[config.mk]
export PLATFORM = sky130hd
export DESIGN_NAME = base64_stream_codec_unit_flat
export DESIGN_NICKNAME = d
export VERILOG_FILES = /design/src/rtl/b64sc_pkg.sv /design/src/rtl/b64sc_if.sv /design/src/rtl/base64_stream_codec_unit.sv /design/src/flat_wrapper.sv
export VERILOG_INCLUDE_DIRS = /design/src /design/src/rtl
export SDC_FILE = /design/constraint.sdc
export NUM_CORES = 1
export LEC_CHECK = 0
export BUFFER_PORTS_ARGS = -buffer_cell sky130_fd_sc_hd__buf_2
export CAP_MARGIN = 20
export CORE_ASPECT_RATIO = 0.75
export CORE_MARGIN = 3
export CORE_UTILIZATION = 25
export DETAILED_ROUTE_END_ITERATION = 7
export GPL_TIMING_DRIVEN = 0
export PLACE_DENSITY = 0.46
export SLEW_MARGIN = 10
export SYNTH_ARGS = -nofsm -noshare
export SYNTH_HDL_FRONTEND = slang
export SYNTH_SLANG_ARGS = --single-unit
[constraint.sdc]
create_clock -name clk_i -period 3.6 [get_ports clk_i]
set_input_delay 0.18 -clock clk_i [delete_from_list [all_inputs] [get_ports clk_i]]
set_output_delay 0.18 -clock clk_i [all_outputs]
set_load 0.005 [all_outputs]
[src/rtl/base64_stream_codec_unit_assert.svh]
// Assertion macros for the base64 stream codec.
// Used by base64_stream_codec_unit.sv; no other dependencies.
`ifndef BASE64_STREAM_CODEC_UNIT_ASSERT_SVH
`define BASE64_STREAM_CODEC_UNIT_ASSERT_SVH

`ifndef SYNTHESIS
`define B64SC_ASSERT_NEVER(label, clk, rst_n, expr) \
  label: assert property (@(posedge clk) disable iff (!rst_n) !(expr)) \
    else $error("b64sc: forbidden condition seen");
`define B64SC_ASSERT_IMPLIES(label, clk, rst_n, ante, cons) \
  label: assert property (@(posedge clk) disable iff (!rst_n) (ante) |=> (cons)) \
    else $error("b64sc: expected condition missing");
`else
`define B64SC_ASSERT_NEVER(label, clk, rst_n, expr)
`define B64SC_ASSERT_IMPLIES(label, clk, rst_n, ante, cons)
`endif

`endif

[src/rtl/b64sc_pkg.sv]
// Types, character codes and alphabet functions for the base64 stream codec.
// No dependencies; imported by the top level.
package b64sc_pkg;

  localparam logic [7:0] CharPad   = 8'h3D;
  localparam logic [7:0] CharUpA   = 8'h41;
  localparam logic [7:0] CharUpZ   = 8'h5A;
  localparam logic [7:0] CharLowA  = 8'h61;
  localparam logic [7:0] CharLowZ  = 8'h7A;
  localparam logic [7:0] CharZero  = 8'h30;
  localparam logic [7:0] CharNine  = 8'h39;
  localparam logic [7:0] CharPlus  = 8'h2B;
  localparam logic [7:0] CharSlash = 8'h2F;

  localparam int unsigned MaxResults = 4;

  typedef struct packed {
    logic [7:0] out_byte;
    logic       out_last;
    logic       no_data;
  } res_t;

  typedef struct packed {
    logic       ok;
    logic [5:0] val;
  } sym_t;

  // 6-bit value to alphabet character
  function automatic logic [7:0] sym_char(input logic [5:0] v);
    logic [7:0] r;
    if (v < 6'd26)      r = CharUpA + {2'b00, v};
    else if (v < 6'd52) r = CharLowA + {2'b00, v} - 8'd26;
    else if (v < 6'd62) r = CharZero + {2'b00, v} - 8'd52;
    else if (v == 6'd62) r = CharPlus;
    else                r = CharSlash;
    return r;
  endfunction

  // alphabet character to 6-bit value; ok is low outside the alphabet
  function automatic sym_t sym_value(input logic [7:0] c);
    sym_t r;
    r.ok  = 1'b1;
    r.val = '0;
    if (c >= CharUpA && c <= CharUpZ)        r.val = 6'(c - CharUpA);
    else if (c >= CharLowA && c <= CharLowZ) r.val = 6'(c - CharLowA + 8'd26);
    else if (c >= CharZero && c <= CharNine) r.val = 6'(c - CharZero + 8'd52);
    else if (c == CharPlus)                  r.val = 6'd62;
    else if (c == CharSlash)                 r.val = 6'd63;
    else                                     r.ok  = 1'b0;
    return r;
  endfunction

endpackage

[src/rtl/b64sc_if.sv]
// Valid/ready stream interfaces for the base64 stream codec.
// No dependencies.
interface b64sc_in_if;
  logic       valid;
  logic       ready;
  logic [7:0] in_byte;
  logic       end_of_stream;

  modport source (output valid, output in_byte, output end_of_stream, input ready);
  modport sink   (input valid, input in_byte, input end_of_stream, output ready);
endinterface

interface b64sc_out_if;
  logic       valid;
  logic       ready;
  logic [7:0] out_byte;
  logic       out_last;
  logic       no_data;

  modport source (output valid, output out_byte, output out_last, output no_data,
                  input ready);
  modport sink   (input valid, input out_byte, input out_last, input no_data,
                  output ready);
endinterface

[src/rtl/base64_stream_codec_unit.sv]
// Base64 encode/decode over a byte stream; direction set by the mode bit written via cfg_we_i/cfg_wdata_i.
// Results are registered: a result shows on the output the cycle after its input beat is taken.
// A beat yields 0 to 4 results, sent one per cycle while the output is ready; the next
// beat is taken in the cycle the last one leaves, so a beat that yields results holds
// the input until all of its results have left.
// Reset (async, active low) empties the buffer, clears group state, selects encode.
`include "base64_stream_codec_unit_assert.svh"

module base64_stream_codec_unit
  import b64sc_pkg::*;
(
  input  logic clk_i,
  input  logic rst_ni,
  input  logic cfg_we_i,
  input  logic cfg_wdata_i,
  b64sc_in_if.sink    in_i,
  b64sc_out_if.source out_o
);

  logic        mode_q;
  logic [23:0] bits_q, bits_d;
  logic [1:0]  gcnt_q, gcnt_d;
  logic        pad_q, pad_d;

  res_t        res_q [MaxResults];
  res_t        res_d [MaxResults];
  res_t        calc  [MaxResults];
  logic [2:0]  cnt_q, cnt_d;
  logic [2:0]  nres;

  logic in_acc, pop;
  logic [23:0] enc_sh, dec_sh;
  logic [1:0]  enc_cnt;
  sym_t        sym;

  assign out_o.valid    = (cnt_q != 3'd0);
  assign out_o.out_byte = res_q[0].out_byte;
  assign out_o.out_last = res_q[0].out_last;
  assign out_o.no_data  = res_q[0].no_data;

  assign pop      = out_o.valid && out_o.ready;
  assign in_i.ready = (cnt_q == 3'd0) || (cnt_q == 3'd1 && out_o.ready);
  assign in_acc   = in_i.valid && in_i.ready;

  assign enc_sh  = {bits_q[15:0], in_i.in_byte};
  assign enc_cnt = gcnt_q + 2'd1;
  assign sym     = sym_value(in_i.in_byte);
  assign dec_sh  = {bits_q[17:0], sym.val};

  // results and next group state for the beat on the input
  always_comb begin
    for (int k = 0; k < MaxResults; k++) calc[k] = '0;
    nres   = 3'd0;
    bits_d = bits_q;
    gcnt_d = gcnt_q;
    pad_d  = pad_q;
    if (!mode_q) begin
      bits_d = enc_sh;
      gcnt_d = enc_cnt;
      if (enc_cnt == 2'd3) begin
        calc[0].out_byte = sym_char(enc_sh[23:18]);
        calc[1].out_byte = sym_char(enc_sh[17:12]);
        calc[2].out_byte = sym_char(enc_sh[11:6]);
        calc[3].out_byte = sym_char(enc_sh[5:0]);
        nres   = 3'd4;
        bits_d = '0;
        gcnt_d = 2'd0;
      end else if (in_i.end_of_stream && enc_cnt == 2'd1) begin
        calc[0].out_byte = sym_char(enc_sh[7:2]);
        calc[1].out_byte = sym_char({enc_sh[1:0], 4'b0000});
        calc[2].out_byte = CharPad;
        calc[3].out_byte = CharPad;
        nres = 3'd4;
      end else if (in_i.end_of_stream && enc_cnt == 2'd2) begin
        calc[0].out_byte = sym_char(enc_sh[15:10]);
        calc[1].out_byte = sym_char(enc_sh[9:4]);
        calc[2].out_byte = sym_char({enc_sh[3:0], 2'b00});
        calc[3].out_byte = CharPad;
        nres = 3'd4;
      end
    end else if (!pad_q) begin
      if (in_i.in_byte == CharPad) begin
        if (gcnt_q == 2'd2) begin
          calc[0].out_byte = bits_q[11:4];
          nres = 3'd1;
        end else if (gcnt_q == 2'd3) begin
          calc[0].out_byte = bits_q[17:10];
          calc[1].out_byte = bits_q[9:2];
          nres = 3'd2;
        end
        bits_d = '0;
        gcnt_d = 2'd0;
        pad_d  = 1'b1;
      end else if (sym.ok) begin
        if (gcnt_q == 2'd3) begin
          calc[0].out_byte = dec_sh[23:16];
          calc[1].out_byte = dec_sh[15:8];
          calc[2].out_byte = dec_sh[7:0];
          nres   = 3'd3;
          bits_d = '0;
          gcnt_d = 2'd0;
        end else begin
          bits_d = dec_sh;
          gcnt_d = gcnt_q + 2'd1;
        end
      end
    end
    if (in_i.end_of_stream) begin
      if (nres == 3'd0) begin
        calc[0].no_data = 1'b1;
        nres = 3'd1;
      end
      for (int k = 0; k < MaxResults; k++) begin
        if (nres == 3'(k + 1)) calc[k].out_last = 1'b1;
      end
      bits_d = '0;
      gcnt_d = 2'd0;
      pad_d  = 1'b0;
    end
  end

  // result buffer: head is always entry 0, shifted on each output beat
  always_comb begin
    for (int k = 0; k < MaxResults; k++) res_d[k] = res_q[k];
    cnt_d = cnt_q;
    if (pop) begin
      for (int k = 0; k < MaxResults - 1; k++) res_d[k] = res_q[k + 1];
      cnt_d = cnt_q - 3'd1;
    end
    if (in_acc) begin
      for (int k = 0; k < MaxResults; k++) res_d[k] = calc[k];
      cnt_d = nres;
    end
  end

  always_ff @(posedge clk_i) begin
    for (int k = 0; k < MaxResults; k++) res_q[k] <= res_d[k];
  end

  always_ff @(posedge clk_i or negedge rst_ni) begin
    if (!rst_ni) begin
      mode_q <= 1'b0;
      bits_q <= '0;
      gcnt_q <= '0;
      pad_q  <= 1'b0;
      cnt_q  <= '0;
    end else begin
      cnt_q <= cnt_d;
      if (cfg_we_i) begin
        mode_q <= cfg_wdata_i;
        bits_q <= '0;
        gcnt_q <= '0;
        pad_q  <= 1'b0;
      end else if (in_acc) begin
        bits_q <= bits_d;
        gcnt_q <= gcnt_d;
        pad_q  <= pad_d;
      end
    end
  end

  `B64SC_ASSERT_NEVER(a_cnt_range, clk_i, rst_ni, cnt_q > 3'd4)
  `B64SC_ASSERT_NEVER(a_nodata_alone, clk_i, rst_ni, out_o.valid && out_o.no_data && !(out_o.out_last && cnt_q == 3'd1))
  `B64SC_ASSERT_IMPLIES(a_eos_result, clk_i, rst_ni, in_acc && in_i.end_of_stream, cnt_q != 3'd0)
  `B64SC_ASSERT_IMPLIES(a_eos_clear, clk_i, rst_ni, in_acc && in_i.end_of_stream, gcnt_q == 2'd0 && !pad_q)

endmodule
[src/flat_wrapper.sv]
// flat-port wrapper written by rule: the top's interface ports become plain ports
module base64_stream_codec_unit_flat import b64sc_pkg::*;
  (clk_i, rst_ni, cfg_we_i, cfg_wdata_i, in_i_valid, in_i_in_byte, in_i_end_of_stream, in_i_ready, out_o_valid, out_o_out_byte, out_o_out_last, out_o_no_data, out_o_ready);
  b64sc_in_if in_i_i ();
  b64sc_out_if out_o_i ();
  input  logic clk_i;
  input  logic rst_ni;
  input  logic cfg_we_i;
  input  logic cfg_wdata_i;
  input wire logic [$bits(in_i_i.valid)-1:0] in_i_valid;
  input wire logic [$bits(in_i_i.in_byte)-1:0] in_i_in_byte;
  input wire logic [$bits(in_i_i.end_of_stream)-1:0] in_i_end_of_stream;
  output wire logic [$bits(in_i_i.ready)-1:0] in_i_ready;
  output wire logic [$bits(out_o_i.valid)-1:0] out_o_valid;
  output wire logic [$bits(out_o_i.out_byte)-1:0] out_o_out_byte;
  output wire logic [$bits(out_o_i.out_last)-1:0] out_o_out_last;
  output wire logic [$bits(out_o_i.no_data)-1:0] out_o_no_data;
  input wire logic [$bits(out_o_i.ready)-1:0] out_o_ready;
  assign in_i_i.valid = in_i_valid;
  assign in_i_i.in_byte = in_i_in_byte;
  assign in_i_i.end_of_stream = in_i_end_of_stream;
  assign in_i_ready = in_i_i.ready;
  assign out_o_valid = out_o_i.valid;
  assign out_o_out_byte = out_o_i.out_byte;
  assign out_o_out_last = out_o_i.out_last;
  assign out_o_no_data = out_o_i.no_data;
  assign out_o_i.ready = out_o_ready;
  base64_stream_codec_unit u_core (.clk_i(clk_i), .rst_ni(rst_ni), .cfg_we_i(cfg_we_i), .cfg_wdata_i(cfg_wdata_i), .in_i(in_i_i), .out_o(out_o_i));
endmodule
Word level (Yosys, flattened, before mapping)
Memory sizes are Yosys's and may differ from the RTL's. Cells that the tools add are included.

Memories kept: 1. RAM bits: 40. Register bits after elaboration: 25. Input port bits: 15. Logic and storage cells: 254.

Memory list: u_core.res_q (words 4, width 10, read ports 4, clocked after Yosys merged registers in 0, write ports 4, RTL line base64_stream_codec_unit.sv:25) `res_t res_q [MaxResults];`.

Add/subtract/negate cells: 52. Muxes and demuxes: 124. Reductions and logical operators: 17. Equality and inequality tests: 22. Magnitude comparators: 33.

Operators with widths (number): $mux W8 (56); $mux W18 (9); $add A7 B6 Y8 const A (18); $lt A6 B6 Y1 const B (18); $sub A8 B5 Y8 const B (9); $sub A8 B6 Y8 const B (9); $add A6 B6 Y7 const A (9); $mux W3 (20); $lt A6 B5 Y1 const B (9); $eq A6 B6 Y1 const B (7); $mux W40 (1); $mux W6 (6); $mux W30 (1); $eq A8 B6 Y1 const B (3); $mux W2 (12); $mux W1 (19); $ge A8 B7 Y1 const B (2); $le A8 B7 Y1 const B (2); $sub A6 B6 Y6 const B (2); $eq A2 B2 Y1 const B (4); $ge A8 B6 Y1 const B (1); $le A8 B6 Y1 const B (1); $logic_and A1 B1 Y1 (8); $add A6 B5 Y6 const B (1); 16 further kinds (21).

Logic depth before layout (Yosys ltp)
Depth in word-level cells: 17. Gate-level depth with buffers: 13. Mapped depth without buffers: 10.

Worst setup path after synthesis
Ideal clock, no wire load.

Path type: input port to flip-flop. From: input in_i_in_byte[4]. To: memory u_core.res_q[1][5] in the netlist's numbering, data pin. Stages on the path: 12. Path buffers: 3. Path slack: 0.499 ns. Arrival: 2.815 ns. Cell sequence: clkbuf_1 -> clkbuf_1 -> inv_1 -> ha_1 -> nand2b_1 -> a21boi_1 -> o32a_1 -> or3_1 -> buf_2 -> o2111a_2 -> a221oi_2 -> a21oi_1.

RTL lines: from (decl) (RTL line flat_wrapper.sv:11) `input wire logic [$bits(in_i_i.in_byte)-1:0] in_i_in_byte;`; to (decl) (RTL line base64_stream_codec_unit.sv:25).

==> impl_results.rst <==
.. list-table::
   :header-rows: 1

   * - Metric
     - Value
   * - Startpoint type of the worst setup path
     - flop
   * - Worst slew margin relative to its limit
     - 0.297
   * - Tcrit/Tclk final
     - 0.946
   * - Root buf cell
     - clkbuf_16
   * - Worst setup path category
     - flop to flop
   * - Hold/Removal Path Class
     - input port to flop
   * - Number of buffer and inverter stages on the critical path
     - 2
   * - Max-capacitance violation count
     - 0
   * - Register bit count reported by yosys
     - 62
   * - Minimum hold slack
     - 80.4 ps
   * - Synthesis Warnings
     - 0
   * - Die height
     - approximately 150 um
   * - Post-synthesis cell area
     - 7040 um^2
   * - Share of final-layout standard cells stronger than drive strength 1
     - 0.0820
   * - Worst reg-to-reg setup slack
     - slightly below 200 ps
   * - Setup WS pre-CTS
     - -938 ps
   * - Final number of hold-violating endpoints
     - 0
   * - Core Footprint
     - 27,300 um^2
   * - Mean area per synthesized cell
     - about 7.7 um^2
   * - Share of synthesized registers carrying an async set or reset
     - 0.403
   * - Worst setup margin
     - 194 ps
   * - Arrival time at the worst endpoint
     - 3480 ps
   * - Clock tree sinks
     - 62
   * - Die footprint
     - 30,200 um^2
   * - H-Tree Depth
     - 3
   * - Multi-input gate area in the final layout
     - 4900 um^2
   * - Iteration count of the initial detailed-routing pass
     - 5
   * - CTS clock-pin slew for the worst setup and hold paths
     - 70 ps
   * - Initial antenna violation count
     - 0
   * - Total global-route track usage
     - 0.199
   * - Instance count of the mapped netlist
     - between 900 and 1,000
   * - Quantity of I/O buffers inserted on ports
     - 25
   * - Post-synth cell types
     - 80
   * - Clock Skews
     - 15.5 ps
   * - Die width
     - 200 um
   * - Via count
     - around 8,000
   * - Nets
     - 1,030
   * - Number of DRC violations after detailed routing
     - 0
   * - Crit path cell chain
     - clkbuf_1 -> inv_1 -> ha_1 -> nand2b_1 -> o22ai_1 -> a21oi_1 -> o21ai_0 -> nand3_1 -> o32a_1
   * - Violation count after the first detailed-routing iteration
     - 1,088
   * - Endpoint of the most critical register-to-register path
     - u_core.res_q[0][6]
   * - Slew at the pin closest to its max-slew limit
     - 1050 ps
   * - Routed wire length per instance
     - approximately 23 um
   * - Synth Net Count
     - 992
   * - Skew-Pair Late Insertion Delay
     - 350 ps
   * - Routability cong.
     - 0.928
   * - Final critical-path required period
     - roughly 3400 ps
   * - Launch point of the worst hold path
     - cfg_wdata_i
   * - Run status
     - complete, no violations
   * - RSZ-0062 raised after global routing
     - no
   * - Fillcell total
     - 3,004
   * - Crit-path slowest cell
     - clkbuf_1
   * - Slew Limit Fails
     - 0
   * - Maximum clock rate
     - 294 MHz
   * - FP Rows
     - 52
   * - Number of cells on the worst hold path
     - 3
   * - Detailed-route vias per instance
     - a little under 6
   * - Initial core utilization
     - 0.258
   * - Depth of the worst register-to-register path
     - 9
   * - Count of inserted antenna diode cells
     - 0
   * - CTS tree
     - yes
   * - Core utilization of the finished layout
     - 0.292
   * - Hold worst-path end
     - u_core.mode_q
   * - Area delta synth->final
     - 13.4%
   * - Power per cell area
     - 409 nW/um^2
   * - Pwr Total
     - roughly 0.0033 W
   * - Maximum VDD drop
     - around 0.26 mV
   * - CP Data Required Time
     - approximately 3700 ps
   * - Antenna-violating nets left
     - 0
   * - Total congestion overflow
     - 0
   * - Overall routed net length
     - 30.3 mm
   * - Vias in the first global route
     - 7,263
   * - Dominant register cell in the synthesized netlist
     - edfxtp_1
   * - EDFF count, synth
     - 37
   * - Largest net degree at the start of global routing
     - 34
   * - Fraction of the yosys area taken by sequential cells
     - 0.247
   * - Ports
     - 27
   * - Bufs on Longest Clock Path
     - 2
   * - First-pass GRT wire length
     - 45.8 mm
   * - RR Startpoint
     - u_core.bits_q[3]
   * - Placed wire-length estimate after detailed placement
     - ~23 mm
   * - FF/Latch Area
     - 1740 um^2
   * - Kind of cell adding the most delay to the critical path
     - compound AO/OA/AOI/OAI gates
   * - Clock buffers created by TritonCTS
     - 9
   * - Critical Path Source
     - u_core.bits_q[3]
   * - Critical Path Sink Type
     - flop
   * - Final setup violation count
     - 0
   * - Slowest Stage Delay on Critical Path
     - 600 ps
   * - Total leakage power
     - between 2 and 3 nW
   * - Maximum fanout encountered on the critical timing path
     - 10
==> worst max-delay path by stage <==
stage                                     to  slack [ps]  cells after the start
final                     u_core.res_q[0][6]         190                      9
after global routing        u_core.bits_q[5]          20                     12
after CTS                 u_core.res_q[0][3]           2                     10
after detailed placement  u_core.res_q[0][6]        -940                     13
after global placement    u_core.res_q[0][6]       -1060                     13
after floorplan           u_core.res_q[1][5]         500                     12
==> cells in the mapped netlist (16+ instances only) <==
cell type	instances	area [um^2]
xnor2_1	30	263
a21oi_1	91	455
o21ai_0	66	330
nor3_1	40	200
nand2_1	100	375
nor2_1	51	191
ha_1	57	713
nand3_1	39	195
a31oi_1	24	150
a21o_1	16	120
dfrtp_1	25	626
a211oi_1	21	158
edfxtp_1	37	1110
clkbuf_1	57	214
inv_1	34	128
==> tightest hold or removal path: stages <==
cell     delay (ps)
buf_2            80
nand2_1          40
o21ai_0          80
==> flip-flops by register name, summed over array words and instances, names as in the netlist <==
signal / cells
u_core.bits_q: 18
u_core.cnt_q: 3
u_core.gcnt_q: 2
u_core.mode_q: 1
u_core.pad_q: 1
u_core.res_q: 37
==> kinds of logic after synthesis <==
kind of cell	Yosys count	synth area share
xor gates and xnor gates	35	0.0435
and+or+nand+nor	317	0.219
adders and majority gates	57	0.101
buffers and inverters	108	0.0597
muxes	3	0.00640
AOI/OAI and AO/OA	338	0.323
DFF	62	0.247
==> layout make-up <==
| cell class | count | area share |
|---|---|---|
| plain buffers | 69 | 0.0353 |
| clock buffers | 9 | 0.0282 |
| clock inverters | 7 | 0.0121 |
| inverters | 37 | 0.0174 |
| multi-input cells | 750 | 0.614 |
| flip-flops and latches | 62 | 0.217 |
| well taps | 351 | 0.0550 |
| repair buffers | 29 | 0.0207 |
==> power by group <==
part	internal [W]	total [W]	switching, W
Clock	0.000609	0.000977	0.000368
Sequential	0.000984	0.00106	0.0000732
Combinational	0.000409	0.00124	0.000827
==> cell usage in the layout (no fill, tap or decap), types with 6 or more instances in the layout <==
cell type,netlist,final
a211oi_1,21,21
a21o_1,16,16
a21oi_1,91,91
a221oi_1,6,6
a22oi_1,15,15
a31oi_1,24,24
and2_1,6,6
and3_1,9,9
buf_1,7,6
buf_2,5,30
clkbuf_1,57,50
clkbuf_16,0,9
clkbuf_2,1,7
dfrtp_1,25,25
edfxtp_1,37,37
ha_1,57,56
inv_1,34,34
nand2_1,100,100
nand2b_1,13,13
nand3_1,39,39
nand4_1,9,9
nor2_1,51,51
nor2b_1,15,15
nor3_1,40,40
nor4_1,6,6
o211ai_1,13,13
o21ai_0,66,66
o311ai_0,7,7
o31ai_1,7,7
or3_1,11,11
xnor2_1,30,30
==> through the flow <==
step | std cells | cell area (um^2) | TNS [ps]
after CTS | 1315 | 7970 | 0
after detailed placement | 1296 | 7600 | -23640
after global placement | 1296 | 7600 | -28090
after floorplan | 920 | 7040 | 0
after global routing | 1314 | 7990 | 0
final | 1314 | 7990 | 0
==> metal layers <==
layer	track usage	wire length, um	vias to the layer above
li1	-	-	3516
met1	0.309	14700	3784
met2	0.273	11900	411
met3	0.0511	3130	57
met4	0.0387	604	0
met5	0	0	-
==> repair_timing <==
item | in CTS | in global routing
pin swaps | 1 | 0
hold buffers | 1 | 0
gates resized for setup | 4 | 10
endpoints found under the setup margin | 33 | 32
endpoints found under the hold margin | 25 | 0
buffers inserted | 2 | 0
(Power assumes the default switching activity.)
